File: src/fpln_pkg.sv
// shared types and constants for the fixed-point layer norm block
// no dependencies
package fpln_pkg;

  localparam int X_W          = 25;
  localparam int Y_W          = 32;
  localparam int LIM_W        = 31;
  localparam int DIV_NW       = 64;
  localparam int DIV_DW       = 32;
  localparam int NEWTON_STEPS = 8;

  localparam logic [DIV_DW-1:0] SCALE      = 32'd59049;
  localparam logic [DIV_NW-1:0] SCALE_SQ   = 64'd3486784401;
  localparam logic [DIV_NW-1:0] VAR_BIAS   = 64'd35;
  localparam logic [15:0]       HALF_SCALE = 16'd29524;

  // ceil(2^48 / scale), exact for 32-bit dividends below scale * 2^16
  localparam logic [32:0] RECIP_SCALE =
    33'(((65'd1 << 48) + 65'(SCALE) - 65'd1) / 65'(SCALE));

  localparam logic [LIM_W-1:0] CLAMP_RESET = 31'h7FFF_FFFF;

  // register index as seen on paddr[2]
  localparam logic CFG_CLAMP_LIMIT = 1'b0;

  typedef struct packed {
    logic valid;
    logic bank;
  } rel_t;

  typedef enum logic [4:0] {
    B_IDLE,
    B_MEAN_GO,
    B_MEAN_WAIT,
    B_V_RD,
    B_V_DIFF,
    B_V_MUL,
    B_V_ACC,
    B_VAR_GO,
    B_VAR_WAIT,
    B_LOG,
    B_NEWT_GO,
    B_NEWT_WAIT,
    B_RSTD_GO,
    B_RSTD_WAIT,
    B_O_RD,
    B_O_CEN,
    B_O_MUL1,
    B_O_DIV1_GO,
    B_O_DIV1_WAIT,
    B_O_MUL2,
    B_O_DIV2_GO,
    B_O_DIV2_WAIT,
    B_O_PUSH
  } bstate_t;

endpackage

File: src/fpln_div.sv
// shared unsigned restoring divider, one quotient bit per cycle
// depends on fpln_pkg
module fpln_div (
  input  logic                         clk,
  input  logic                         rst,
  input  logic                         start,
  input  logic [fpln_pkg::DIV_NW-1:0]  num,
  input  logic [fpln_pkg::DIV_DW-1:0]  den,
  output logic                         done,
  output logic [fpln_pkg::DIV_NW-1:0]  quo
);

  localparam int CNT_W = $clog2(fpln_pkg::DIV_NW + 1);

  logic                        busy;
  logic [CNT_W-1:0]            cnt;
  logic [fpln_pkg::DIV_DW-1:0] rem;
  logic [fpln_pkg::DIV_DW-1:0] dreg;
  logic [fpln_pkg::DIV_DW:0]   shifted;
  logic                        fits;

  assign shifted = {rem, quo[fpln_pkg::DIV_NW-1]};
  assign fits    = shifted >= {1'b0, dreg};

  always_ff @(posedge clk) begin
    if (rst) begin
      busy <= 1'b0;
      done <= 1'b0;
      cnt  <= '0;
    end else begin
      done <= busy && (cnt == CNT_W'(1));
      if (start) begin
        busy <= 1'b1;
        cnt  <= CNT_W'(fpln_pkg::DIV_NW);
      end else if (busy) begin
        cnt <= cnt - CNT_W'(1);
        if (cnt == CNT_W'(1)) begin
          busy <= 1'b0;
        end
      end
    end
  end

  always_ff @(posedge clk) begin
    if (start) begin
      quo  <= num;
      rem  <= '0;
      dreg <= den;
    end else if (busy) begin
      rem <= fits ? fpln_pkg::DIV_DW'(shifted - {1'b0, dreg})
                  : shifted[fpln_pkg::DIV_DW-1:0];
      quo <= {quo[fpln_pkg::DIV_NW-2:0], fits};
    end
  end

endmodule

File: config.mk
export PLATFORM = sky130hd
export DESIGN_NAME = fpln_div
export DESIGN_NICKNAME = d
export VERILOG_FILES = /design/src/fpln_pkg.sv /design/src/fpln_div.sv
export SDC_FILE = /design/constraint.sdc
export NUM_CORES = 1
export LEC_CHECK = 0
export ABC_AREA = 1
export BUFFER_PORTS_ARGS = -buffer_cell sky130_fd_sc_hd__buf_2
export CORE_MARGIN = 2
export CORE_UTILIZATION = 25
export CTS_BUF_LIST = sky130_fd_sc_hd__clkbuf_4
export DETAILED_ROUTE_END_ITERATION = 16
export PLACE_DENSITY = 0.42
export SLEW_MARGIN = 30
export SYNTH_ARGS = -nofsm -noshare
export SYNTH_HDL_FRONTEND = slang
export SYNTH_SLANG_ARGS = --single-unit
File: constraint.sdc
create_clock -name clk -period 4.5 [get_ports clk]
set_input_delay 0.45 -clock clk [delete_from_list [all_inputs] [get_ports clk]]
set_output_delay 0.45 -clock clk [all_outputs]
set_load 0.05 [all_outputs]
# Word level (Yosys, flattened, before mapping)
# Cells that the tools add are included.
# Widths: inputs -> output; s select.
[word_totals]
reg_bits = 137
latch_bits = 0
mem_bits_rw = 0
rom_bits = 0
output_inout_bits = 65
elab_cells = 22
mem_count = 0
[op_classes]
n_addsub = 2
mul = 0
n_div = 0
order_cmp = 1
eq_ne = 1
n_shift = 0
mux = 8
bitwise_logic = 0
n_reduce_logical = 3
[ops]
columns = ["cell", "n"]
rows = [
  ["$mux 64", 2],
  ["$ge 33x32->1", 1],
  ["$mux 32", 1],
  ["$sub 32x32->32", 1],
  ["$mux 7", 2],
  ["$eq 7x1->1 const B", 1],
  ["$sub 7x1->7 const B", 1],
  ["$mux 1", 3],
  ["$reduce_bool 2->1", 1],
  ["$reduce_or 2->1", 1],
  ["$logic_and 1x1->1", 1],
]

# Longest topological paths before layout
# Gate-level depths: netlist of run 1.
[depth]
ltp_word = 4
mapped_depth = 17
ltp_nobuf = 16

# Least setup slack after synthesis of run 1
# No wires, ideal clock.
[synth_timing]
path_kind = "input-to-reg"
start = "in start"
end = "reg quo[0] (netlist bit), enable pin"
setup_time_ns = 0.454
arrival_time_ns = 2.543
t_required_ns = 4.046
setup_slack_ns = 1.503
path_stages = 3
n_path_buf = 1
cell_sequence = "nor2_1 > inv_1 > clkbuf_1"
[synth_between]
elab_chain_len = 1
[synth_lines]
columns = ["element", "line_no", "rtl"]
rows = [
  ["start, declared", "fpln_div.sv:6", "input logic start,"],
  ["$reduce_bool 2->1 (no source line)", "n/a", ""],
  ["end signal, assigned", "fpln_div.sv:46", "quo <= num;"],
  ["end signal, assigned", "fpln_div.sv:52", "quo <= {quo[fpln_pkg::DIV_NW-2:0], fits};"],
  ["end, declared", "fpln_div.sv:10", "output logic [fpln_pkg::DIV_NW-1:0] quo"],
]
# Every way passes these cells.
# A chain may end at the register's enable or synchronous reset.

# Worst setup path in the final report of run 1
[layout_timing]
start = "reg dreg[19] (netlist bit)"
end = "reg rem[12] (netlist bit)"
[layout_between]
elab_chain_len = 2
[layout_lines]
columns = ["element", "line_no", "rtl"]
rows = [
  ["start, declared", "fpln_div.sv:18", "logic [fpln_pkg::DIV_DW-1:0] dreg;"],
  ["start signal, assigned", "fpln_div.sv:48", "dreg <= den;"],
  ["$ge 33x32->1", "fpln_div.sv:23", "assign fits = shifted >= {1'b0, dreg};"],
  ["$mux 32", "fpln_div.sv:50", "rem <= fits ? fpln_pkg::DIV_DW'(shifted - {1'b0, dreg})"],
  ["end signal, assigned", "fpln_div.sv:50", ""],
  ["end, declared", "fpln_div.sv:17", "logic [fpln_pkg::DIV_DW-1:0] rem;"],
]
# Every way passes these cells.

==> impl_metrics.toml, run 1 <==
[run_status]
status = "finished clean"

[pwr]
total_leakage_power_nw = 5.21
power_mw = 2.99
intPower_mw = 1.96
p_clk_frac = 0.294
netSwitchingFraction = 0.346
power.density_mw_per_mm2 = 300
total_switching_power_mw = 1.04
comb_power_share = 0.204
power.sequential.fraction = 0.502
irDropWorstVdd_mv = 0.231

[synth]
synth-edff-count = 96
synth.yosys.warnings = 0
ys_top_cells_by_area = "sky130_fd_sc_hd__edfxtp_1, sky130_fd_sc_hd__nand2_1, sky130_fd_sc_hd__dfxtp_1, sky130_fd_sc_hd__inv_1, sky130_fd_sc_hd__ha_1"
post_synth.cell_area_avg_um2 = 7.32
synthesis.area_mm2 = 0.00826
synthArstFlopShare = 0
synth.distinct_cells = 37
mappedNetlistNets = 1263
netlist_top_cells_count = "sky130_fd_sc_hd__nand2_1, sky130_fd_sc_hd__inv_1, sky130_fd_sc_hd__edfxtp_1, sky130_fd_sc_hd__nand3_1, sky130_fd_sc_hd__nor2_1"
gate_count_post_synth = 1129
yosysTopAreaCellShare = 0.349
postSynthRegisterBits = 137
yosys_most_used_dff = "sky130_fd_sc_hd__edfxtp_1"
yosys.cell_count.top_type = "sky130_fd_sc_hd__nand2_1"
post-synth-top-area-cell = "sky130_fd_sc_hd__edfxtp_1"
synth.yosys.seq_area_share = 0.448

[die]
fp.dieArea_mm2 = 0.0345
die_h_um = 186
floorplan.initialDensity = 0.254
top_level_ports = 164
die_w_um = 186
coreArea_mm2 = 0.0325
fp-row-count = 66

[cts]
post-cts-setup-buffer-count = 0
clock_tree.root_cell = "sky130_fd_sc_hd__clkbuf_4"
cts_tree = "done"
clkTransAtPathRegs_ns = 0.15
clk_path_buf_depth = 2
clock_sinks = 137
clkLatencyLatePin_ns = 0.58
cts_max_level = 4
cts_buffers = 17

[cells_and_area]
layout.filler_cells = 3654
nets = 1435
area_delta_synth_final_pct = 20.5
ratio_of_cells_with_drive_above_1_in_the_final_layout = 0.174
final-seq-area_mm2 = 0.00370
multiInputGateArea_mm2 = 0.00373
post-route-cell-area_mm2 = 0.00996
fin_cells = 1758

[timing]
tightestPinTransition_ns = 0.880
finalHoldViolations = 0
slew_headroom = 0.412
slew_violations = 0
max_clock_freq_ghz = 0.375
layout_min_cycle_time_ns = 2.66
minimum_hold_slack_ns = 0.0602
setup_viol_count_final = 0
rsz0062_at_grt = "false"
setup_tns_ns = 0
final_period_utilization = 0.592
timing.clock.skew_ns = 0.0546

[place]
gp_congestion = 0.861
hpwlAfterDp_um = 18000
dpl-instance-area_mm2 = 0.00953
place_inst = 1709
port_buffers = 163

[worst_setup_path]
critical_path.max_stage_delay_ns = 0.47
crit_start_category = "register"
critPathRequiredTime_ns = 4.92
cp_data_arrival_time_ns = 3.09
timing.critical_path.max_delay_family = "simple AND/OR/NAND/NOR gates"
path_class = "reg -> reg"
crit_top_cell = "sky130_fd_sc_hd__nand2_1"
worstPathBufferInverterCount = 1
slack_of_the_worst_reg_to_reg_path_ns = 1.84
crit_path_cell_trace = "inv_1 -> ha_1 -> nand2_1 -> nor2_1 -> nand2_1 -> nor3_2 -> nand2_4 -> nand2_4 -> nand2_1 -> nand3_1 -> o21ai_1"
end_kind = "register"
r2r_start = "dreg[19]"
crit_path_top_delay_cell = "sky130_fd_sc_hd__nand2_4"
worst-r2r-cell-count = 11
worst_r2r_endpoint = "rem[12]"
crit_fanout = 34

[drt]
post_route_drc = 0
antenna_violating_nets_post_route = 0
wl_per_cell_um = 14.0
drt-pass1-iter-count = 5
routed-via-count = 7428
wirelength_um = 24600
route.detailed.vias_per_inst = 4.23
detail_route.iter0.violations = 345

[global_routing]
global_route_wire_length_before_repair_um = 39400
grt_util_all_layers = 0.148
grt-ovfl-total = 0
antenna_violations_before_repair = 3
grt_start_max_net_pins = 77
first_global_vias = 7413

[job]
maxCapViolations = 0

[hold_path]
holdPathEnd = "dreg[9]"
min_path_type = "in -> reg"
hold_depth = 1
hold_start = "den[9]"
## stage by stage
stage / utilization / setup WS (ns)
floorplan: - / 1.50
global placement: 0.293 / 1.84
detailed placement: 0.293 / 1.84
CTS: 0.305 / 1.80
global route: 0.306 / 1.50
finish: 0.306 / 1.84
## metal layers
metal,wire length [um],global-route usage,up-vias
met1,11600,0.192,3349
met4,244,0.0346,2
met3,2170,0.0583,17
met2,10600,0.229,196
met5,14,0,-
li1,-,-,3864
## worst reg2reg max path, stage by stage (launching register included)
cell,delay [ns]
sky130_fd_sc_hd__edfxtp_1,0.34
sky130_fd_sc_hd__inv_1,0.04
sky130_fd_sc_hd__ha_1,0.38
sky130_fd_sc_hd__nand2_1,0.14
sky130_fd_sc_hd__nor2_1,0.23
sky130_fd_sc_hd__nand2_1,0.12
sky130_fd_sc_hd__nor3_2,0.19
sky130_fd_sc_hd__nand2_4,0.34
sky130_fd_sc_hd__nand2_4,0.48
sky130_fd_sc_hd__nand2_1,0.11
sky130_fd_sc_hd__nand3_1,0.09
sky130_fd_sc_hd__o21ai_1,0.08
## cells in the final DEF, fill, tap and decap left out, types with 15 or more instances in the layout
master                            n
sky130_fd_sc_hd__nand2_1        499
sky130_fd_sc_hd__inv_1          179
sky130_fd_sc_hd__ha_1            34
sky130_fd_sc_hd__dfxtp_1         41
sky130_fd_sc_hd__dlygate4sd3_1   15
sky130_fd_sc_hd__clkbuf_4        18
sky130_fd_sc_hd__nand3_1         78
sky130_fd_sc_hd__a21oi_1         26
sky130_fd_sc_hd__buf_2          162
sky130_fd_sc_hd__edfxtp_1        96
sky130_fd_sc_hd__nor2_1          41
## final cells by class
class	count	share of cell area
clock inverter	14	0.0146
antenna	2	0.000502
inverter	182	0.0688
sequential	137	0.372
multi-input combinational	781	0.375
tap	442	0.0555
timing repair buffer	182	0.101
clock buffer	18	0.0136
## sequential cells by signal (all words and copies together), names as in the netlist
name / count
quo: 64
busy: 1
dreg: 32
done: 1
cnt: 7
rem: 32
## power by group through the flow
stage                     clock, mW  combinational, mW  sequential (mW)
after floorplan                   0              0.208             1.74
after global placement            0              0.609             1.53
after detailed placement          0              0.609             1.53
after CTS                     0.930              0.617             1.51
after global routing          0.968              0.670             1.52
final                         0.880              0.610             1.50
## what timing repair did
item	4_1_cts	5_1_grt
hold endpoints to repair	12	3
resized for setup	0	0
hold buffers	12	3
## worst max-delay path by stage
stage	depth (start not counted)	from	to
global route	15	dreg[3]	rem[17]
floorplan	3	start	quo[0]
detailed placement	11	dreg[19]	rem[9]
global placement	11	dreg[19]	rem[1]
finish	11	dreg[19]	rem[12]
CTS	11	dreg[20]	rem[9]
## cell families (layout without fill, tap and decap cells)
| group | after synthesis | in the layout | synth area share |
|---|---|---|---|
| AO/OA/AOI/OAI | 52 | 52 | 0.0344 |
| AND/OR/NAND/NOR | 678 | 678 | 0.345 |
| XOR/XNOR | 16 | 16 | 0.0170 |
| other | 0 | 2 | 0 |
| flip-flops | 137 | 137 | 0.448 |
| adder cells (fa/ha/maj) | 35 | 35 | 0.0539 |
| buffers and inverters | 211 | 396 | 0.101 |
Power figures use the tool's default switching activity.
==> run 2: changes to the inputs <==
Settings changed: ABC_AREA 1 to 0, PLACE_DENSITY 0.42 to 0.45.
Clock period 4.5 ns to 2.4 ns, I/O delays scaled along.
==> run 2 against run 1 <==
  * Highest routed layer is now met4
  * Combinational power increased to 3.1 times the previous value
  * Register-to-register slack lost 2.2 ns
  * First-iteration DRC count shrank 49%
  * Wire length shrank 12%
  * Global-route usage up 0.15 points
  * Final cell count fell by 19%
  * Maximum frequency is 3.2% lower
  * Cell area up 16%
  * Clock skew down 0.025 ns
  * The run now ends with negative setup slack left
  * Critical endpoint is now rem[23]
==> impl_metrics.toml, run 2 <==
[worst_setup_path]
crit_start_category = "register"
slack_of_the_worst_reg_to_reg_path_ns = -0.35
end_kind = "register"
cp_data_arrival_time_ns = 3.25
path_class = "reg -> reg"
r2r_start = "dreg[9]"
worst-r2r-cell-count = 11
crit_path_top_delay_cell = "sky130_fd_sc_hd__or3_4"
critPathRequiredTime_ns = 2.90
worst_r2r_endpoint = "rem[23]"
critical_path.max_stage_delay_ns = 0.38
crit_fanout = 5
crit_top_cell = "sky130_fd_sc_hd__or3_4"
crit_path_cell_trace = "inv_2 -> ha_4 -> nand3_4 -> or3_4 -> a311o_1 -> a21oi_2 -> a211oi_4 -> buf_6 -> buf_12 -> or3_4 -> a311oi_2"

[timing]
final_period_utilization = 1.15
max_clock_freq_ghz = 0.363
layout_min_cycle_time_ns = 2.75
tightestPinTransition_ns = 0.516
timing.clock.skew_ns = 0.0301
setup_viol_count_final = 33
rsz0062_at_grt = "true"
setup_ws_ns = -0.352
setup_tns_ns = -7.51
slew_headroom = 0.651
slew_violations = 0
finalHoldViolations = 0

[hold_path]
hold_depth = 2
hold_start = "den[27]"
holdPathEnd = "dreg[27]"
min_path_type = "in -> reg"

[synth]
synthArstFlopShare = 0
synth.distinct_cells = 56
synth.yosys.seq_area_share = 0.524
postSynthRegisterBits = 137
netlist_top_cells_count = "sky130_fd_sc_hd__edfxtp_1, sky130_fd_sc_hd__mux2_2, sky130_fd_sc_hd__nor2_1, sky130_fd_sc_hd__a21oi_1, sky130_fd_sc_hd__inv_1"
yosys_most_used_dff = "sky130_fd_sc_hd__edfxtp_1"
synth.yosys.warnings = 0
yosys.cell_count.top_type = "sky130_fd_sc_hd__edfxtp_1"
post_synth.cell_area_avg_um2 = 11.2
synthesis.area_mm2 = 0.00706
ys_top_cells_by_area = "sky130_fd_sc_hd__edfxtp_1, sky130_fd_sc_hd__dfxtp_1, sky130_fd_sc_hd__mux2_2, sky130_fd_sc_hd__ha_1, sky130_fd_sc_hd__nor2_1"
mappedNetlistNets = 764
yosysTopAreaCellShare = 0.408
post-synth-top-area-cell = "sky130_fd_sc_hd__edfxtp_1"
synth-edff-count = 96
gate_count_post_synth = 630

[die]
fp.dieArea_mm2 = 0.0296
die_w_um = 172
die_h_um = 172
top_level_ports = 164
floorplan.initialDensity = 0.254
fp-row-count = 61
coreArea_mm2 = 0.0278

[cells_and_area]
top_register = "quo"
fin_cells = 1421
reg.largest.list = "quo x64, dreg x32, rem x32"
layout.cells.most_common_list = "sky130_fd_sc_hd__buf_2, sky130_fd_sc_hd__buf_4, sky130_fd_sc_hd__dlygate4sd3_1, sky130_fd_sc_hd__edfxtp_1, sky130_fd_sc_hd__mux2_2"
nets = 1162
multiInputGateArea_mm2 = 0.00379
final_core_util = 0.414
layout.filler_cells = 2719
ratio_of_cells_with_drive_above_1_in_the_final_layout = 0.490
final-seq-area_mm2 = 0.00370
area_delta_synth_final_pct = 63.0
leading_cell_type_in_the_layout_fill_and_taps_excluded = "sky130_fd_sc_hd__buf_2"
largest_reg_flops = 64

[pwr]
total_leakage_power_nw = 4.82
power_mw = 6.38
power.density_mw_per_mm2 = 554
comb_power_share = 0.300
p_clk_frac = 0.249
intPower_mw = 4.06
netSwitchingFraction = 0.364
total_switching_power_mw = 2.32
power.sequential.fraction = 0.451
irDropWorstVdd_mv = 0.488

[place]
hpwlAfterDp_um = 14400
gp_congestion = 0.772
dp_worst_setup_slack_ns = -0.431
place_inst = 1263
port_buffers = 163

[cts]
cts_tree = "done"
cts_buffers = 17
clkLatencyLatePin_ns = 0.58
cts_max_level = 4
clk_path_buf_depth = 2
clkTransAtPathRegs_ns = 0.16
clock_tree.root_cell = "sky130_fd_sc_hd__clkbuf_4"
clock_sinks = 137

[drt]
wirelength_um = 21600
routed-via-count = 6114
detail_route.iter0.violations = 176
post_route_drc = 0
antenna_violating_nets_post_route = 0
route.detailed.vias_per_inst = 4.30
drt-pass1-iter-count = 4
wl_per_cell_um = 15.2

[global_routing]
grt_util_all_layers = 0.149
global_route_wire_length_before_repair_um = 33700
antenna_violations_before_repair = 2
grt_start_max_net_pins = 65
first_global_vias = 6420
grt-ovfl-total = 0

[run_status]
status = "finished, violations left"
violations_in_the_final_reports = "negative setup slack"

[job]
maxCapViolations = 0
-- run 2: cell count changes after synthesis, sizes merged, moves of 16 or more --
| cell | delta |
|---|---|
| mux2 | +63 |
| nand2 | -473 |
| nand3 | -75 |
| inv | -137 |
| a211oi | +16 |
| a21oi | +19 |
-- run 2: worst max-delay path by stage --
| stage | from | end | slack (ns) | cells past startpoint |
|---|---|---|---|---|
| floorplan | quo[63] | rem[30] | -0.26 | 12 |
| global placement | dreg[11] | rem[28] | -0.39 | 12 |
| detailed placement | dreg[11] | rem[28] | -0.43 | 12 |
| CTS | dreg[10] | rem[23] | -0.29 | 11 |
| global route | dreg[10] | rem[23] | -0.43 | 11 |
| finish | dreg[9] | rem[23] | -0.35 | 11 |
-- run 2: power by group through the flow --
| stage | registers, mW | logic [mW] | clock network [mW] |
|---|---|---|---|
| 2_1_floorplan | 3.30 | 0.628 | 0 |
| 3_3_place_gp | 2.93 | 1.63 | 0 |
| 3_5_place_dp | 2.92 | 1.62 | 0 |
| 4_1_cts | 2.89 | 1.86 | 1.68 |
| 5_1_grt | 2.91 | 2.07 | 1.75 |
| 6_report | 2.88 | 1.91 | 1.59 |
-- run 2: metrics by stage --
stage          cell area [um2]  hold slack, ns
3_5_place_dp              9330           0.418
4_1_cts                  11200           0.276
3_3_place_gp              9330           0.418
2_1_floorplan             7230           0.312
5_1_grt                  11500           0.282
6_report                 11500           0.347
-- run 2: final cells by class --
class                           count  area share
Sequential cell                   137       0.322
Clock buffer                       17      0.0111
Multi-Input combinational cell    423       0.329
Timing Repair Buffer              404       0.268
Antenna cell                        2    0.000435
Clock inverter                     15      0.0132
Tap cell                          378      0.0411
Inverter                           45      0.0150
-- run 2: logic make-up (layout without fill, tap and decap cells) --
family                     count (synthesis)  in the layout  share of synthesized area
muxes                                     72             72                      0.113
xor gates and xnor gates                  31             31                     0.0384
adders and majority gates                 35             35                     0.0631
and+or+nand+nor                          146            146                     0.0950
buffers and inverters                     70            481                     0.0391
other                                      0              2                          0
AOI/OAI and AO/OA                        139            139                      0.127
DFF                                      137            137                      0.524
-- run 2: per-layer routing --
metal | track usage | part of all wire | vias to the layer above
li1 | - | - | 3095
met1 | 0.180 | 0.44 | 2855
met2 | 0.258 | 0.49 | 152
met3 | 0.0453 | 0.060 | 12
met4 | 0.0391 | 0.011 | 0
met5 | 0 | 0 | -
-- run 2: timing repair --
action | in CTS | in global routing
cloned | 4 | 1
endpoints found under the hold margin | 107 | 0
pin swaps | 13 | 25
setup endpoints to repair | 33 | 33
gates resized for setup | 61 | 54
hold buffers | 98 | 0
buffers inserted | 16 | 9
-- run 2: worst max-delay path, delay by kind of cell, from the launching register on --
kind,cells,cell delay [ns]
AO/OA/AOI/OAI,4,0.84
adder cells (fa/ha/maj),1,0.30
buffers and inverters,3,0.31
flip-flops,1,0.37
AND/OR/NAND/NOR,3,0.84
==> run 3: changes to the inputs <==
Settings changed: ABC_AREA 0 to 1, PLACE_DENSITY 0.45 to 0.44, SLEW_MARGIN 30 to 20.
==> run 3 against run 2 <==
  * Hold slack got worse by 0.24 ns
  * Highest routed layer unchanged
  * Largest cell class unchanged
  * Clock power increased by 3%
  * Count of clock-buffer cells in the layout increased by 1
  * Critical endpoint is now rem[24]
  * Global-route usage increased by 0.32 points
  * Critical path type unchanged
  * Clock skew about the same
  * Wire length increased by 16%
  * Non-clock buffer count decreased by 127
  * Combinational power decreased by 34%
  * The run now ends clean
  * Register-to-register slack improved by 0.54 ns
  * Largest power group unchanged
==> impl_metrics.toml, run 3 (synthesized netlist as in run 1, its figures left out) <==
[global_routing]
grt_start_max_net_pins = 57
grt_util_all_layers = 0.152
first_global_vias = 7748
global_route_wire_length_before_repair_um = 40500
grt-ovfl-total = 0
antenna_violations_before_repair = 1

[die]
fp-row-count = 66
coreArea_mm2 = 0.0325
die_w_um = 186
die_h_um = 186
floorplan.initialDensity = 0.254
top_level_ports = 164
fp.dieArea_mm2 = 0.0345

[cts]
clkTransAtPathRegs_ns = 0.13
clock_tree.root_cell = "sky130_fd_sc_hd__clkbuf_4"
post-cts-setup-buffer-count = 0
cts_max_level = 4
clkLatencyLatePin_ns = 0.61
cts_buffers = 17
clock_sinks = 137
clk_path_buf_depth = 2
cts_tree = "done"

[cells_and_area]
post-route-cell-area_mm2 = 0.0110
ratio_of_cells_with_drive_above_1_in_the_final_layout = 0.174
area_delta_synth_final_pct = 33.0
leading_cell_type_in_the_layout_fill_and_taps_excluded = "sky130_fd_sc_hd__nand2_1"
final_core_util = 0.338
largest_reg_flops = 64
reg.largest.list = "quo x64, dreg x32, rem x32"
nets = 1530
layout.cells.most_common_list = "sky130_fd_sc_hd__nand2_1, sky130_fd_sc_hd__inv_1, sky130_fd_sc_hd__buf_2, sky130_fd_sc_hd__dlygate4sd3_1, sky130_fd_sc_hd__edfxtp_1"
top_register = "quo"

[worst_setup_path]
critPathRequiredTime_ns = 2.90
path_class = "reg -> reg"
slack_of_the_worst_reg_to_reg_path_ns = 0.19
crit_fanout = 4
cp_data_arrival_time_ns = 2.71
end_kind = "register"
crit_start_category = "register"

[place]
port_buffers = 163
hpwlAfterDp_um = 18900
gp_congestion = 0.870
dpl-instance-area_mm2 = 0.00972

[drt]
drt-pass1-iter-count = 4
route.detailed.vias_per_inst = 4.16
antenna_violating_nets_post_route = 0
detail_route.iter0.violations = 365
wl_per_cell_um = 13.5
post_route_drc = 0
wirelength_um = 25000
routed-via-count = 7691

[timing]
finalHoldViolations = 0
layout_min_cycle_time_ns = 2.21
setup_tns_ns = 0
setup_viol_count_final = 0
final_period_utilization = 0.920
slew_headroom = 0.561
slew_violations = 0
tightestPinTransition_ns = 0.658
max_clock_freq_ghz = 0.453
timing.clock.skew_ns = 0.0300
rsz0062_at_grt = "false"
minimum_hold_slack_ns = 0.107

[hold_path]
min_path_type = "in -> reg"

[pwr]
irDropWorstVdd_mv = 0.380
total_leakage_power_nw = 5.66
power.density_mw_per_mm2 = 520
power_mw = 5.72

[job]
maxCapViolations = 0

[run_status]
status = "finished clean"
run 3: worst max-delay path: stages, from the launching register on:
cell and delay [ns]:
sky130_fd_sc_hd__edfxtp_1 0.38, sky130_fd_sc_hd__inv_1 0.06, sky130_fd_sc_hd__ha_1 0.21, sky130_fd_sc_hd__fa_1 0.41, sky130_fd_sc_hd__inv_1 0.10, sky130_fd_sc_hd__nand3_1 0.09
sky130_fd_sc_hd__nand3_2 0.14, sky130_fd_sc_hd__nand2_1 0.09, sky130_fd_sc_hd__nand2_1 0.12, sky130_fd_sc_hd__nand2_1 0.11, sky130_fd_sc_hd__nand3_1 0.10, sky130_fd_sc_hd__nand2_1 0.05
sky130_fd_sc_hd__nand2_1 0.08, sky130_fd_sc_hd__nand2_1 0.05, sky130_fd_sc_hd__nand3_1 0.07, sky130_fd_sc_hd__nand2_1 0.05
run 3: per-layer routing:
metal | vias to the layer above | global-route usage | wire length [um]
met3 | 20 | 0.0497 | 1670
met2 | 181 | 0.245 | 11300
met4 | 0 | 0.0435 | 313
met5 | - | 0 | 0
li1 | 4061 | - | -
met1 | 3429 | 0.195 | 11700
run 3: worst paths after layout:
kind                              start  endpoint  cells past startpoint
worst max register to register  quo[63]   rem[24]                     15
worst min-delay path              start    cnt[6]                      3
worst max-delay path            quo[63]   rem[24]                     15
worst min register to register  rem[14]   rem[14]                      2
run 3: cell type report:
cell class / count / area (um2)
Fill cell: 3551 / 21500
Multi-Input combinational cell: 781 / 3750
Sequential cell: 137 / 3700
Timing Repair Buffer: 277 / 2020
Inverter: 182 / 683
Tap cell: 442 / 553
Clock inverter: 13 / 145
Clock buffer: 18 / 135
Antenna cell: 1 / 2.50
run 3: stage by stage:
stage,setup slack [ns],instances
floorplan,0.129,1129
CTS,0.0944,1850
global placement,0.141,1722
detailed placement,0.124,1722
global route,0.00304,1851
finish,0.192,1851
run 3: what timing repair did:
item,in CTS,in global routing
hold buffers,97,0
hold endpoints to repair,104,0
resized for setup,0,6
setup endpoints to repair,0,19
run 3: where the power goes:
part / internal [mW] / leakage [nW] / switching, mW
registers: 2.73 / 1.30 / 0.0869
logic: 0.404 / 4.22 / 0.865
clock network: 0.634 / 0.141 / 0.994
